### src/rtl/paid_pkg.sv
package paid_pkg;

    localparam int DEPTH  = 64;
    localparam int IDX_W  = $clog2(DEPTH);
    localparam int CNT_W  = $clog2(DEPTH + 1);
    localparam int POS_W  = 7;
    localparam int DATA_W = 32;
    localparam int REQ_W  = 2;
    localparam int STAT_W = 3;
    // wide enough for positions and counts plus one without overflow
    localparam int CMP_W  = ((CNT_W > POS_W) ? CNT_W : POS_W) + 1;

    typedef enum logic [REQ_W-1:0] {
        REQ_INSERT  = 2'd0,
        REQ_DEL_POS = 2'd1,
        REQ_DEL_VAL = 2'd2,
        REQ_READ    = 2'd3
    } t_req;

    typedef enum logic [STAT_W-1:0] {
        ST_OK       = 3'd0,
        ST_FULL     = 3'd1,
        ST_EMPTY    = 3'd2,
        ST_NOTFOUND = 3'd3,
        ST_BADPOS   = 3'd4
    } t_status;

    // controller -> datapath
    typedef struct packed {
        logic load;    // capture request and range checks
        logic start;   // arm the shift sweep
        logic sweep;   // run the shift sweep
        logic rd;      // read the addressed entry
        logic put;     // write the inserted value
        logic finish;  // commit count and load the result register
    } t_cmd;

    // datapath -> controller
    typedef struct packed {
        t_req req;
        logic pre_ok;
        logic need_sweep;
        logic sweep_done;
        logic out_free;
    } t_sts;

endpackage

### src/rtl/paid_if.sv
interface paid_req_if;
    logic                               valid;
    logic                               ready;
    logic [paid_pkg::REQ_W-1:0]         req_type;
    logic [paid_pkg::POS_W-1:0]         position;
    logic signed [paid_pkg::DATA_W-1:0] item_value;

    modport source (output valid, req_type, position, item_value, input ready);
    modport sink   (input valid, req_type, position, item_value, output ready);
endinterface

interface paid_rsp_if;
    logic                               valid;
    logic                               ready;
    logic [paid_pkg::STAT_W-1:0]        status;
    logic [paid_pkg::POS_W-1:0]         count_after;
    logic signed [paid_pkg::DATA_W-1:0] read_value;
    logic [paid_pkg::POS_W-1:0]         found_position;

    modport source (output valid, status, count_after, read_value, found_position,
                    input ready);
    modport sink   (input valid, status, count_after, read_value, found_position,
                    output ready);
endinterface

### src/rtl/positional_array_insert_delete_top.sv
// Ordered store of up to DEPTH signed 32-bit entries, kept packed at positions
// 1..count, with insert at a position, delete at a position, delete of the
// first entry equal to a value, and read at a position. Every request yields
// exactly one result with a status, the count after the request, the value
// read and the position removed by a value delete. One request is in work at
// a time; i_req.ready is high while the block is idle, and it takes the next
// request even while the previous result still waits in the result register.
// The entries live in a single-port-write, single-port-read RAM, so shifting
// runs one entry per cycle and sets the latency. A refused request, a read,
// an append and a delete of the last entry need no shift; a delete by value
// scans and shifts in one pass. The RAM needs no clearing after reset: only
// positions 1..count are ever read.
module positional_array_insert_delete_top (
    input  logic       i_clk,
    input  logic       i_rst_n,
    paid_req_if.sink   i_req,
    paid_rsp_if.source o_rsp
);

    paid_pkg::t_cmd w_cmd;
    paid_pkg::t_sts w_sts;

    // sequencer: accept, dispatch, sweep, commit
    paid_ctrl u_ctrl (
        .i_clk       (i_clk),
        .i_rst_n     (i_rst_n),
        .i_req_valid (i_req.valid),
        .o_req_ready (i_req.ready),
        .i_sts       (w_sts),
        .o_cmd       (w_cmd)
    );

    // entry RAM, count, shift sweep and result register
    paid_dp u_dp (
        .i_clk            (i_clk),
        .i_rst_n          (i_rst_n),
        .i_cmd            (w_cmd),
        .o_sts            (w_sts),
        .i_req_type       (i_req.req_type),
        .i_position       (i_req.position),
        .i_item_value     (i_req.item_value),
        .o_rsp_valid      (o_rsp.valid),
        .i_rsp_ready      (o_rsp.ready),
        .o_status         (o_rsp.status),
        .o_count_after    (o_rsp.count_after),
        .o_read_value     (o_rsp.read_value),
        .o_found_position (o_rsp.found_position)
    );

endmodule

### src/rtl/paid_ram.sv
module paid_ram #(
    parameter int WIDTH = 32,
    parameter int DEPTH = 64
) (
    input  logic                     i_clk,
    input  logic                     i_wr_en,
    input  logic [$clog2(DEPTH)-1:0] i_wr_addr,
    input  logic [WIDTH-1:0]         i_wr_data,
    input  logic                     i_rd_en,
    input  logic [$clog2(DEPTH)-1:0] i_rd_addr,
    output logic [WIDTH-1:0]         o_rd_data
);

    logic [WIDTH-1:0] r_mem [DEPTH];
    logic [WIDTH-1:0] r_rd_data;

    always_ff @(posedge i_clk) begin
        if (i_wr_en) begin
            r_mem[i_wr_addr] <= i_wr_data;
        end
        if (i_rd_en) begin
            r_rd_data <= r_mem[i_rd_addr];
        end
    end

    assign o_rd_data = r_rd_data;

endmodule

### src/rtl/paid_ctrl.sv
module paid_ctrl (
    input  logic            i_clk,
    input  logic            i_rst_n,
    input  logic            i_req_valid,
    output logic            o_req_ready,
    input  paid_pkg::t_sts  i_sts,
    output paid_pkg::t_cmd  o_cmd
);

    typedef enum logic [2:0] {
        S_IDLE,
        S_DISPATCH,
        S_SHIFT,
        S_PUT,
        S_DONE
    } t_state;

    t_state r_state;
    t_state n_state;

    always_comb begin
        n_state     = r_state;
        o_cmd       = '0;
        o_req_ready = 1'b0;
        case (r_state)
            S_IDLE: begin
                o_req_ready = 1'b1;
                if (i_req_valid) begin
                    o_cmd.load = 1'b1;
                    n_state    = S_DISPATCH;
                end
            end
            S_DISPATCH: begin
                if (!i_sts.pre_ok) begin
                    n_state = S_DONE;
                end else if (i_sts.req == paid_pkg::REQ_READ) begin
                    o_cmd.rd = 1'b1;
                    n_state  = S_DONE;
                end else if (i_sts.need_sweep) begin
                    o_cmd.start = 1'b1;
                    n_state     = S_SHIFT;
                end else if (i_sts.req == paid_pkg::REQ_INSERT) begin
                    n_state = S_PUT;
                end else begin
                    n_state = S_DONE;
                end
            end
            S_SHIFT: begin
                o_cmd.sweep = 1'b1;
                if (i_sts.sweep_done) begin
                    n_state = (i_sts.req == paid_pkg::REQ_INSERT) ? S_PUT : S_DONE;
                end
            end
            S_PUT: begin
                o_cmd.put = 1'b1;
                n_state   = S_DONE;
            end
            S_DONE: begin
                if (i_sts.out_free) begin
                    o_cmd.finish = 1'b1;
                    n_state      = S_IDLE;
                end
            end
            default: begin
                n_state = S_IDLE;
            end
        endcase
    end

    always_ff @(posedge i_clk) begin
        if (!i_rst_n) begin
            r_state <= S_IDLE;
        end else begin
            r_state <= n_state;
        end
    end

endmodule

### src/rtl/paid_dp.sv
module paid_dp (
    input  logic                               i_clk,
    input  logic                               i_rst_n,
    input  paid_pkg::t_cmd                     i_cmd,
    output paid_pkg::t_sts                     o_sts,
    input  logic [paid_pkg::REQ_W-1:0]         i_req_type,
    input  logic [paid_pkg::POS_W-1:0]         i_position,
    input  logic signed [paid_pkg::DATA_W-1:0] i_item_value,
    output logic                               o_rsp_valid,
    input  logic                               i_rsp_ready,
    output logic [paid_pkg::STAT_W-1:0]        o_status,
    output logic [paid_pkg::POS_W-1:0]         o_count_after,
    output logic signed [paid_pkg::DATA_W-1:0] o_read_value,
    output logic [paid_pkg::POS_W-1:0]         o_found_position
);

    // control registers
    logic [paid_pkg::CNT_W-1:0]  r_count,   n_count;
    logic                        r_rd_act,  n_rd_act;
    logic                        r_pend,    n_pend;
    logic                        r_hit,     n_hit;
    logic                        r_out_vld, n_out_vld;
    // payload registers
    paid_pkg::t_req              r_req,     n_req;
    paid_pkg::t_status           r_pre,     n_pre;
    logic                        r_need,    n_need;
    logic [paid_pkg::IDX_W-1:0]  r_pos_idx, n_pos_idx;
    logic [paid_pkg::DATA_W-1:0] r_val,     n_val;
    logic [paid_pkg::IDX_W-1:0]  r_addr,    n_addr;
    logic [paid_pkg::IDX_W-1:0]  r_last,    n_last;
    logic [paid_pkg::IDX_W-1:0]  r_pend_addr, n_pend_addr;
    logic [paid_pkg::IDX_W-1:0]  r_hit_idx, n_hit_idx;
    logic [paid_pkg::STAT_W-1:0] r_o_stat,  n_o_stat;
    logic [paid_pkg::POS_W-1:0]  r_o_cnt,   n_o_cnt;
    logic [paid_pkg::DATA_W-1:0] r_o_rd,    n_o_rd;
    logic [paid_pkg::POS_W-1:0]  r_o_found, n_o_found;

    logic [paid_pkg::CMP_W-1:0]  w_pos_x;
    logic [paid_pkg::CMP_W-1:0]  w_cnt_x;
    logic [paid_pkg::CMP_W-1:0]  w_pos_m1;
    logic [paid_pkg::CMP_W-1:0]  w_cnt_m1;
    logic [paid_pkg::CMP_W-1:0]  w_cnt_new;
    logic [paid_pkg::CMP_W-1:0]  w_found_x;
    logic                        w_pos_zero;
    paid_pkg::t_req              w_req_in;
    paid_pkg::t_status           w_pre_in;
    logic                        w_need_in;
    paid_pkg::t_status           w_final;

    logic                        w_wr_en;
    logic [paid_pkg::IDX_W-1:0]  w_wr_addr;
    logic [paid_pkg::DATA_W-1:0] w_wr_data;
    logic                        w_rd_en;
    logic [paid_pkg::IDX_W-1:0]  w_rd_addr;
    logic [paid_pkg::DATA_W-1:0] w_rd_data;

    paid_ram #(
        .WIDTH (paid_pkg::DATA_W),
        .DEPTH (paid_pkg::DEPTH)
    ) u_ram (
        .i_clk     (i_clk),
        .i_wr_en   (w_wr_en),
        .i_wr_addr (w_wr_addr),
        .i_wr_data (w_wr_data),
        .i_rd_en   (w_rd_en),
        .i_rd_addr (w_rd_addr),
        .o_rd_data (w_rd_data)
    );

    // range checks on the incoming request
    always_comb begin
        w_req_in   = paid_pkg::t_req'(i_req_type);
        w_pos_x    = (paid_pkg::CMP_W)'(i_position);
        w_cnt_x    = (paid_pkg::CMP_W)'(r_count);
        w_pos_zero = (i_position == '0);
        w_pre_in   = paid_pkg::ST_OK;
        w_need_in  = 1'b0;
        case (w_req_in)
            paid_pkg::REQ_INSERT: begin
                if (w_cnt_x == (paid_pkg::CMP_W)'(paid_pkg::DEPTH)) begin
                    w_pre_in = paid_pkg::ST_FULL;
                end else if (w_pos_zero ||
                             w_pos_x > w_cnt_x + (paid_pkg::CMP_W)'(1)) begin
                    w_pre_in = paid_pkg::ST_BADPOS;
                end
                w_need_in = (w_pos_x <= w_cnt_x);
            end
            paid_pkg::REQ_DEL_POS: begin
                if (r_count == '0) begin
                    w_pre_in = paid_pkg::ST_EMPTY;
                end else if (w_pos_zero || w_pos_x > w_cnt_x) begin
                    w_pre_in = paid_pkg::ST_BADPOS;
                end
                w_need_in = (w_pos_x < w_cnt_x);
            end
            paid_pkg::REQ_DEL_VAL: begin
                if (r_count == '0) begin
                    w_pre_in = paid_pkg::ST_EMPTY;
                end
                w_need_in = 1'b1;
            end
            paid_pkg::REQ_READ: begin
                if (w_pos_zero || w_pos_x > w_cnt_x) begin
                    w_pre_in = paid_pkg::ST_BADPOS;
                end
            end
            default: begin
                w_pre_in = paid_pkg::ST_BADPOS;
            end
        endcase
    end

    assign w_pos_m1 = w_pos_x - (paid_pkg::CMP_W)'(1);
    assign w_cnt_m1 = w_cnt_x - (paid_pkg::CMP_W)'(1);

    // result of the request being closed out
    always_comb begin
        if (r_pre != paid_pkg::ST_OK) begin
            w_final = r_pre;
        end else if (r_req == paid_pkg::REQ_DEL_VAL && !r_hit) begin
            w_final = paid_pkg::ST_NOTFOUND;
        end else begin
            w_final = paid_pkg::ST_OK;
        end
    end

    always_comb begin
        w_cnt_new = (paid_pkg::CMP_W)'(r_count);
        if (w_final == paid_pkg::ST_OK) begin
            if (r_req == paid_pkg::REQ_INSERT) begin
                w_cnt_new = (paid_pkg::CMP_W)'(r_count) + (paid_pkg::CMP_W)'(1);
            end else if (r_req == paid_pkg::REQ_DEL_POS ||
                         r_req == paid_pkg::REQ_DEL_VAL) begin
                w_cnt_new = (paid_pkg::CMP_W)'(r_count) - (paid_pkg::CMP_W)'(1);
            end
        end
    end

    assign w_found_x = (paid_pkg::CMP_W)'(r_hit_idx) + (paid_pkg::CMP_W)'(1);

    // memory ports: sweep read, shifted write-back, final insert write
    always_comb begin
        w_rd_en   = (i_cmd.sweep && r_rd_act) || i_cmd.rd;
        w_rd_addr = i_cmd.rd ? r_pos_idx : r_addr;
        w_wr_en   = 1'b0;
        w_wr_addr = r_pos_idx;
        w_wr_data = r_val;
        if (i_cmd.put) begin
            w_wr_en = 1'b1;
        end else if (i_cmd.sweep && r_pend) begin
            w_wr_data = w_rd_data;
            if (r_req == paid_pkg::REQ_INSERT) begin
                w_wr_en   = 1'b1;
                w_wr_addr = r_pend_addr + (paid_pkg::IDX_W)'(1);
            end else if (r_hit) begin
                w_wr_en   = 1'b1;
                w_wr_addr = r_pend_addr - (paid_pkg::IDX_W)'(1);
            end
        end
    end

    always_comb begin
        n_count     = r_count;
        n_rd_act    = r_rd_act;
        n_pend      = r_pend;
        n_hit       = r_hit;
        n_out_vld   = r_out_vld;
        n_req       = r_req;
        n_pre       = r_pre;
        n_need      = r_need;
        n_pos_idx   = r_pos_idx;
        n_val       = r_val;
        n_addr      = r_addr;
        n_last      = r_last;
        n_pend_addr = r_pend_addr;
        n_hit_idx   = r_hit_idx;
        n_o_stat    = r_o_stat;
        n_o_cnt     = r_o_cnt;
        n_o_rd      = r_o_rd;
        n_o_found   = r_o_found;

        if (i_cmd.load) begin
            n_req     = w_req_in;
            n_pre     = w_pre_in;
            n_need    = w_need_in;
            n_pos_idx = w_pos_m1[paid_pkg::IDX_W-1:0];
            n_val     = $unsigned(i_item_value);
        end

        if (i_cmd.start) begin
            n_rd_act  = 1'b1;
            n_pend    = 1'b0;
            n_hit     = (r_req == paid_pkg::REQ_DEL_POS);
            n_hit_idx = r_pos_idx;
            case (r_req)
                paid_pkg::REQ_INSERT: begin
                    n_addr = w_cnt_m1[paid_pkg::IDX_W-1:0];
                    n_last = r_pos_idx;
                end
                paid_pkg::REQ_DEL_POS: begin
                    n_addr = r_pos_idx + (paid_pkg::IDX_W)'(1);
                    n_last = w_cnt_m1[paid_pkg::IDX_W-1:0];
                end
                default: begin
                    n_addr = '0;
                    n_last = w_cnt_m1[paid_pkg::IDX_W-1:0];
                end
            endcase
        end

        if (i_cmd.sweep) begin
            // read stage: walk toward the last address
            n_pend      = r_rd_act;
            n_pend_addr = r_addr;
            if (r_rd_act) begin
                if (r_addr == r_last) begin
                    n_rd_act = 1'b0;
                end else if (r_req == paid_pkg::REQ_INSERT) begin
                    n_addr = r_addr - (paid_pkg::IDX_W)'(1);
                end else begin
                    n_addr = r_addr + (paid_pkg::IDX_W)'(1);
                end
            end
            // compare stage: first match opens the hole
            if (r_pend && r_req == paid_pkg::REQ_DEL_VAL && !r_hit &&
                w_rd_data == r_val) begin
                n_hit     = 1'b1;
                n_hit_idx = r_pend_addr;
            end
        end

        if (i_cmd.finish) begin
            n_count   = w_cnt_new[paid_pkg::CNT_W-1:0];
            n_out_vld = 1'b1;
            n_o_stat  = w_final;
            n_o_cnt   = w_cnt_new[paid_pkg::POS_W-1:0];
            n_o_rd    = (r_req == paid_pkg::REQ_READ && w_final == paid_pkg::ST_OK)
                        ? w_rd_data : '0;
            n_o_found = (r_req == paid_pkg::REQ_DEL_VAL && w_final == paid_pkg::ST_OK)
                        ? w_found_x[paid_pkg::POS_W-1:0] : '0;
        end else if (i_rsp_ready) begin
            n_out_vld = 1'b0;
        end
    end

    always_ff @(posedge i_clk) begin
        if (!i_rst_n) begin
            r_count   <= '0;
            r_rd_act  <= 1'b0;
            r_pend    <= 1'b0;
            r_hit     <= 1'b0;
            r_out_vld <= 1'b0;
        end else begin
            r_count   <= n_count;
            r_rd_act  <= n_rd_act;
            r_pend    <= n_pend;
            r_hit     <= n_hit;
            r_out_vld <= n_out_vld;
        end
    end

    always_ff @(posedge i_clk) begin
        r_req       <= n_req;
        r_pre       <= n_pre;
        r_need      <= n_need;
        r_pos_idx   <= n_pos_idx;
        r_val       <= n_val;
        r_addr      <= n_addr;
        r_last      <= n_last;
        r_pend_addr <= n_pend_addr;
        r_hit_idx   <= n_hit_idx;
        r_o_stat    <= n_o_stat;
        r_o_cnt     <= n_o_cnt;
        r_o_rd      <= n_o_rd;
        r_o_found   <= n_o_found;
    end

    assign o_sts.req        = r_req;
    assign o_sts.pre_ok     = (r_pre == paid_pkg::ST_OK);
    assign o_sts.need_sweep = r_need;
    assign o_sts.sweep_done = !r_rd_act && !r_pend;
    assign o_sts.out_free   = !r_out_vld || i_rsp_ready;

    assign o_rsp_valid      = r_out_vld;
    assign o_status         = r_o_stat;
    assign o_count_after    = r_o_cnt;
    assign o_read_value     = $signed(r_o_rd);
    assign o_found_position = r_o_found;

endmodule

### src/flat_wrapper.sv
// flat-port wrapper written by rule: the top's interface ports become plain ports
module positional_array_insert_delete_top_flat 
  (i_clk, i_rst_n, i_req_valid, i_req_req_type, i_req_position, i_req_item_value, i_req_ready, o_rsp_valid, o_rsp_status, o_rsp_count_after, o_rsp_read_value, o_rsp_found_position, o_rsp_ready);
  paid_req_if i_req_i ();
  paid_rsp_if o_rsp_i ();
  input  logic i_clk;
  input  logic i_rst_n;
  input wire logic [$bits(i_req_i.valid)-1:0] i_req_valid;
  input wire logic [$bits(i_req_i.req_type)-1:0] i_req_req_type;
  input wire logic [$bits(i_req_i.position)-1:0] i_req_position;
  input wire logic [$bits(i_req_i.item_value)-1:0] i_req_item_value;
  output wire logic [$bits(i_req_i.ready)-1:0] i_req_ready;
  output wire logic [$bits(o_rsp_i.valid)-1:0] o_rsp_valid;
  output wire logic [$bits(o_rsp_i.status)-1:0] o_rsp_status;
  output wire logic [$bits(o_rsp_i.count_after)-1:0] o_rsp_count_after;
  output wire logic [$bits(o_rsp_i.read_value)-1:0] o_rsp_read_value;
  output wire logic [$bits(o_rsp_i.found_position)-1:0] o_rsp_found_position;
  input wire logic [$bits(o_rsp_i.ready)-1:0] o_rsp_ready;
  assign i_req_i.valid = i_req_valid;
  assign i_req_i.req_type = i_req_req_type;
  assign i_req_i.position = i_req_position;
  assign i_req_i.item_value = i_req_item_value;
  assign i_req_ready = i_req_i.ready;
  assign o_rsp_valid = o_rsp_i.valid;
  assign o_rsp_status = o_rsp_i.status;
  assign o_rsp_count_after = o_rsp_i.count_after;
  assign o_rsp_read_value = o_rsp_i.read_value;
  assign o_rsp_found_position = o_rsp_i.found_position;
  assign o_rsp_i.ready = o_rsp_ready;
  positional_array_insert_delete_top u_core (.i_clk(i_clk), .i_rst_n(i_rst_n), .i_req(i_req_i), .o_rsp(o_rsp_i));
endmodule
### config.mk
export PLATFORM = sky130hd
export DESIGN_NAME = positional_array_insert_delete_top_flat
export DESIGN_NICKNAME = d
export VERILOG_FILES = /design/src/rtl/paid_pkg.sv /design/src/rtl/paid_if.sv /design/src/rtl/positional_array_insert_delete_top.sv /design/src/rtl/paid_ram.sv /design/src/rtl/paid_ctrl.sv /design/src/rtl/paid_dp.sv /design/src/flat_wrapper.sv
export SDC_FILE = /design/constraint.sdc
export NUM_CORES = 2
export LEC_CHECK = 0
export BUFFER_PORTS_ARGS = -buffer_cell sky130_fd_sc_hd__buf_2
export CAP_MARGIN = 20
export CORE_MARGIN = 2
export CORE_UTILIZATION = 66
export CTS_BUF_LIST = sky130_fd_sc_hd__clkbuf_8
export DETAILED_ROUTE_END_ITERATION = 10
export MAX_ROUTING_LAYER = met4
export PLACE_DENSITY = 0.83
export SLEW_MARGIN = 20
export SYNTH_ARGS = -nofsm -noshare
export SYNTH_HDL_FRONTEND = slang
export SYNTH_SLANG_ARGS = --single-unit
### constraint.sdc
create_clock -name i_clk -period 11.45 [get_ports i_clk]
set_input_delay 2.29 -clock i_clk [delete_from_list [all_inputs] [get_ports i_clk]]
set_output_delay 2.29 -clock i_clk [all_outputs]
set_load 0.02 [all_outputs]
# == Word level (Yosys, flattened, before mapping) ==
# Memories as Yosys holds them, arrays and structs flattened. A register that Yosys moved wholly into a read port is not among the register bits.
# Cells that the tools add are included.
# totals
output_inout_bits,51
regBits,131
memories,1
in_bits,45
word_cells,146
ramBits,2048
# memory_table
name,depth,width,rd,rd_clocked_by_memory_dff,wr,line_no,text
u_core.u_dp.u_ram.r_mem,64,32,1,1,1,paid_ram.sv:14,logic [WIDTH-1:0] r_mem [DEPTH];
# classes
eq_ne,16
n_addsub,9
magnitude_cmp,4
n_mux,68
reduce_logical,29
# ops
operator,n
6-bit two-way mux,14
32-bit two-way mux,2
3-bit two-way mux,12
32-bit equality test,1
1-bit two-way mux,31
7-bit two-way mux,3
"6-bit by 1-bit adder with 6-bit output, second input constant",3
"6-bit by 1-bit subtractor with 6-bit output, second input constant",3
3-bit one-hot mux with 5 select lines,1
7-bit logical NOT,2
3-bit one-hot mux with 4 select lines,1
6-bit one-hot mux with 2 select lines,1
1-bit logical AND,9
3-bit logical NOT,3
"7-bit by 1-bit adder with 8-bit output, second input constant",1
"2-bit equality test, second input constant",4
7-bit by 8-bit > comparator with 1-bit output,1
"6-bit by 1-bit adder with 7-bit output, second input constant",1
"7-bit equality test, second input constant",1
7-bit > comparator,1
7-bit less-or-equal comparator,1
7-bit < comparator,1
"7-bit by 1-bit subtractor with 7-bit output, second input constant",1
"3-bit by 2-bit equality test with 1-bit output, second input constant",2
13 further kinds,26

# == Logic depth before layout (Yosys ltp) ==
# logic_depth
word_depth,8
ltp_mapped,14
mapped_depth_nobuf,11

# == By module ==
# A second synthesis with hierarchy kept.
# hier_totals
cells_unflattened,3962
area_unflattened_um2,86053.8
# modules_own_cells
mod,area_each_um2,seq_area_each_um2,n_inst,cells_per_inst
paid_ram,78835.6,62459.9,1,3324
paid_dp,6957.9,3613.5,1,602
paid_ctrl,260.2,60.1,1,36

# == Worst setup path before layout ==
# Ideal clock, no wire load.
# synth_timing
path_type,input -> register
from,input o_rsp_ready
to,register u_core.u_dp.r_count[0] in the netlist's numbering
t_arrival_ns,4.571
stages,6
setup_time_ns,0.128
n_path_buf,1
t_required_ns,11.322
slack_ns,6.751
cell_sequence,nand2b_1 and3_1 clkbuf_1 nand2_1 xnor2_1 nor2_1
# synth_lines
item,line_no,text
"start, declared",flat_wrapper.sv:18,input wire logic [$bits(o_rsp_i.ready)-1:0] o_rsp_ready;
"end signal, assigned",paid_dp.sv:254,r_count <= n_count;
"end, declared",paid_dp.sv:18,"logic [paid_pkg::CNT_W-1:0] r_count, n_count;"

# == Worst setup path after layout ==
# layout_timing
from,register u_core.u_dp.r_req[0]
to,"register u_core.u_dp.u_ram.r_rd_data[31], in the netlist u_core.u_dp.u_ram.o_rd_data[31] (read register of u_core.u_dp.u_ram.r_mem) (data pin)"
# layout_via
elab_chain_cells,5
word_cells_on_any_way,6
classes_between,1 x eq/ne; 4 x mux; 1 x reduce/logical
# layout_rtl
item,line_no,text
"start, declared",paid_dp.sv:24,"paid_pkg::t_req r_req, n_req;"
"start signal, assigned",paid_dp.sv:263,r_req <= n_req;
2-bit equality test (*),paid_ctrl.sv:36,end else if (i_sts.req == paid_pkg::REQ_READ) begin
1-bit two-way mux (*),paid_ctrl.sv:36,
1-bit two-way mux (*),paid_ctrl.sv:34,if (!i_sts.pre_ok) begin
1-bit two-way mux (*),paid_ctrl.sv:25,case (r_state)
6-bit two-way mux / 1-bit logical OR (equally long branches),"paid_dp.sv:144, paid_dp.sv:143",
"end, declared",paid_ram.sv:15,logic [WIDTH-1:0] r_rd_data;
# Mark *: on every way between the ends. The rest lies on a longest branch, timed or not.
# A chain may end at the register's enable or synchronous reset.

==> summary.md <==
| Metric | Value |
|---|---|
| Status | complete, but fails checks |
| Failing checks | design-rule violations |
| Synth Area in Adders | 0.004428 |
| Slew headroom | 0.1305 |
| Worst Max-Slew Pin Slew | 1287 ps |
| Root buffer cell | clkbuf_8 |
| Share of post-route cells with drive strength above 1 | 0.1113 |
| Count leader, synth | edfxtp_1 |
| Cell Rows | 134 |
| Clock skew | 75.38 ps |
| Core area | 133800 um2 |
| Count of pins over their slew limit | 0 |
| Most used DFF post-synth | edfxtp_1 |
| TritonCTS Buffers | 342 |
| Post-route ant nets | 0 |
| Die extent in x | 371.8 um |
| Initial antenna violation count | 15 |
| CP Capture Type | flop |
| P_sw | 6.214 mW |
| Hold_buf cts | 0 |
| Max Clock Freq | 0.1434 GHz |
| Area growth, synth to finish | 9.421% |
| Multiplexer share of the synthesized area | 0.02293 |
| Worst-case clock buffer depth | 4 |
| Drt pass-1 iters | 10 |
| Compound-cell area share of the yosys netlist | 0.1047 |
| Critical-path maximum fanout | 116 |
| Worst Setup Start Kind | flop |
| Reported max-cap violation count | 0 |
| Leak | 32.67 nW |
| Iteration-0 DRC Markers | 12922 |
| GRT Overall Usage | 0.3804 |
| Setup_tns | 0 ps |
| Post-synthesis simple-gate area fraction | 0.09361 |
| Die Y | 371.8 um |
| Post-Syn Area | 89290 um2 |
| Fin. Hold Viols | 0 |
| Final setup fails | 0 |
| Placed Cells | 7859 |
| Die area | 138200 um2 |
| Sequential fraction of design power | 0.473 |
| Mean Syn Cell Area | 14.01 um2 |
| Worst-Skew Late Latency | 1040 ps |
| Synth cell count leaders | edfxtp_1, nand3_1, nand2_1 |
| Initial cell density of the core | 0.6673 |
| Pwr dens | 198.0 nW/um2 |
| Overflow after GRT | 0 |
| Crit path required time | 12340 ps |
| Largest net degree at the start of global routing | 240 |
| Cts repair resizes | 0 |
| Final WL | 258.3 mm |
| Main combinational cell family by area after synthesis | compound AO/OA/AOI/OAI gates |
| Final period utilization | 0.6092 |
| First-pass GRT wire length | 372.8 mm |
| Vias in the first global route | 57946 |
| Number of flops mapped to enable cells by yosys | 2185 |
| Final cell count without fillers | 8451 |
| Yosys warning count | 0 |
| Int Pwr | 13.13 mW |
| Combinational group share of total power | 0.226 |
| Min Tclk post-route | 6975 ps |
| Fillers | 7740 |
| CP arrival | 7860 ps |
| Switching share of power | 0.3213 |
| Syn_nets | 6450 |
| Clock power frac | 0.301 |
| RSZ-0062 raised after global routing | no |
| Final HPWL DP | 133.9 mm |
| Final core occ | 0.7302 |
| CTS tree | yes |
| Seq cells post-synth | 2211 |
| Clock Pin Slew Worst Setup and Hold Paths | 70 ps |
| WL/cell | 30.57 um |
| Async set-or-reset flop fraction in the synthesized netlist | 0 |
| Final #Nets | 6512 |
| Sinks on Clock Net | 2211 |
| Post-route DRC | 2 |
| Synth area leaders | edfxtp_1, nand3_1, a21oi_1 |
| Synth Instances | 6374 |
| Synth cell types | 78 |
| Pre-CTS setup slack | 4964 ps |
| Vias per cell | 7.230 |
| Post-synthesis sequential area ratio | 0.7407 |
| Gpl congestion | 0.9021 |
| Final worst slack | 4475 ps |
| Hold Crit Class | flop to flop |
| Port Buf Inserts | 95 |
| Max VDD drop | 0.0002463 V |
| Clock H-tree levels | 5 |
| Post-synth top area cell | edfxtp_1 |
| Vias | 61100 |
| Setup Buffers After CTS | 0 |
| Setup CP Type | flop to flop |
| I/O pin total | 96 |
| Share of the synthesized area in the top cell type | 0.7349 |
| XOR/XNOR Fraction of Synth Area | 0.007063 |
==> cell type report <==
type	instances	area, um2	share of cell area
Clock buffer	348	4790	0.04902
Multi-Input combinational cell	3629	21740	0.2226
Tap cell	1768	2212	0.02264
Antenna cell	16	40.04	0.0004098
Clock inverter	227	1037	0.01062
Inverter	30	112.6	0.001153
Sequential cell	2211	66130	0.6769
Timing Repair Buffer	222	1629	0.01667
==> kinds of logic (layout without fill, tap and decap cells) <==
group	after synthesis	count (layout)
muxes	204	204
AOI/OAI and AO/OA	1565	1565
and+or+nand+nor	1757	1757
buffers and inverters	534	827
DFF	2211	2211
adders and majority gates	31	31
other	0	16
xor gates and xnor gates	72	72
==> final timing paths <==
path | startpoint | endpoint | slack, ps | cells past startpoint
max | u_core.u_dp.r_req[0] | u_core.u_dp.u_ram.o_rd_data[31] | 4470 | 12
min | u_core.u_dp.r_pre[2] | u_core.u_dp.o_status[2] | 500 | 0
max reg2reg | u_core.u_dp.r_req[0] | u_core.u_dp.u_ram.o_rd_data[31] | 4470 | 12
min reg2reg | u_core.u_dp.r_pre[2] | u_core.u_dp.o_status[2] | 500 | 0
==> per-layer routing <==
layer  part of all wire  routed length [um]  global-route usage  up-vias
li1                   -                   -                   -    24840
met1               0.33               84820              0.4900    29217
met2               0.45              116200              0.5483     6002
met3               0.17               43270              0.1188     1041
met4              0.054               14040              0.1975        0
met5                  0                   0                   -        -
==> power groups by stage <==
stage	Sequential [mW]	Clock [mW]	Combinational, mW
5_1_grt	9.15	6.14	4.52
6_report	9.16	5.82	4.37
3_5_place_dp	9.32	0	4.13
3_3_place_gp	9.32	0	4.02
2_1_floorplan	9.29	0	2.65
4_1_cts	9.16	5.81	4.16
==> worst max-delay path: stages (launching register included) <==
cell and delay, ps:
edfxtp_1 380, ha_1 830, nand4bb_2 480, nor3_4 230
buf_4 650, buf_4 950, buf_4 980, buf_4 890
o21ai_0 270, a21oi_1 290, o41ai_1 250, and4_1 330
nand4_1 100
==> through the flow <==
step / instance area, um2 / hold slack, ps / power, mW
after floorplan: 89290 / 434.8 / 11.94
after global placement: 91630 / 472.8 / 13.34
after detailed placement: 91660 / 482.6 / 13.46
after CTS: 97490 / 498.2 / 19.12
after global routing: 97690 / 539.6 / 19.82
final: 97700 / 504.6 / 19.34
==> state kept, by name (all words and copies together), names as in the netlist, 6 cells and up <==
register	flops
u_core.u_dp.o_count_after	7
u_core.u_dp.o_found_position	7
u_core.u_dp.o_read_value	32
u_core.u_dp.r_addr	6
u_core.u_dp.r_count	7
u_core.u_dp.r_hit_idx	6
u_core.u_dp.r_last	6
u_core.u_dp.r_pend_addr	6
u_core.u_dp.r_pos_idx	6
u_core.u_dp.r_val	32
u_core.u_dp.u_ram.o_rd_data	32
u_core.u_dp.u_ram.r_mem	2048
==> placed cells by master (no fill, tap or decap), drive strengths merged, types with 5 or more instances in the layout <==
cell / n
a211oi: 65
a21boi: 30
a21oi: 537
a221o: 5
a221oi: 65
a22oi: 34
a31oi: 75
a32oi: 41
and2: 5
and3: 103
and4: 33
buf: 222
bufinv: 5
clkbuf: 348
clkinv: 97
clkinvlp: 7
dfxtp: 26
diode: 16
edfxtp: 2185
ha: 30
inv: 148
mux2i: 200
nand2: 658
nand2b: 11
nand3: 689
nand4: 103
nor2: 106
nor2b: 9
nor3: 14
o211ai: 6
o21a: 10
o21ai: 534
o22ai: 6
o31ai: 6
o41ai: 128
or3: 6
xnor2: 55
xor2: 17
Power figures use the tool's default switching activity.
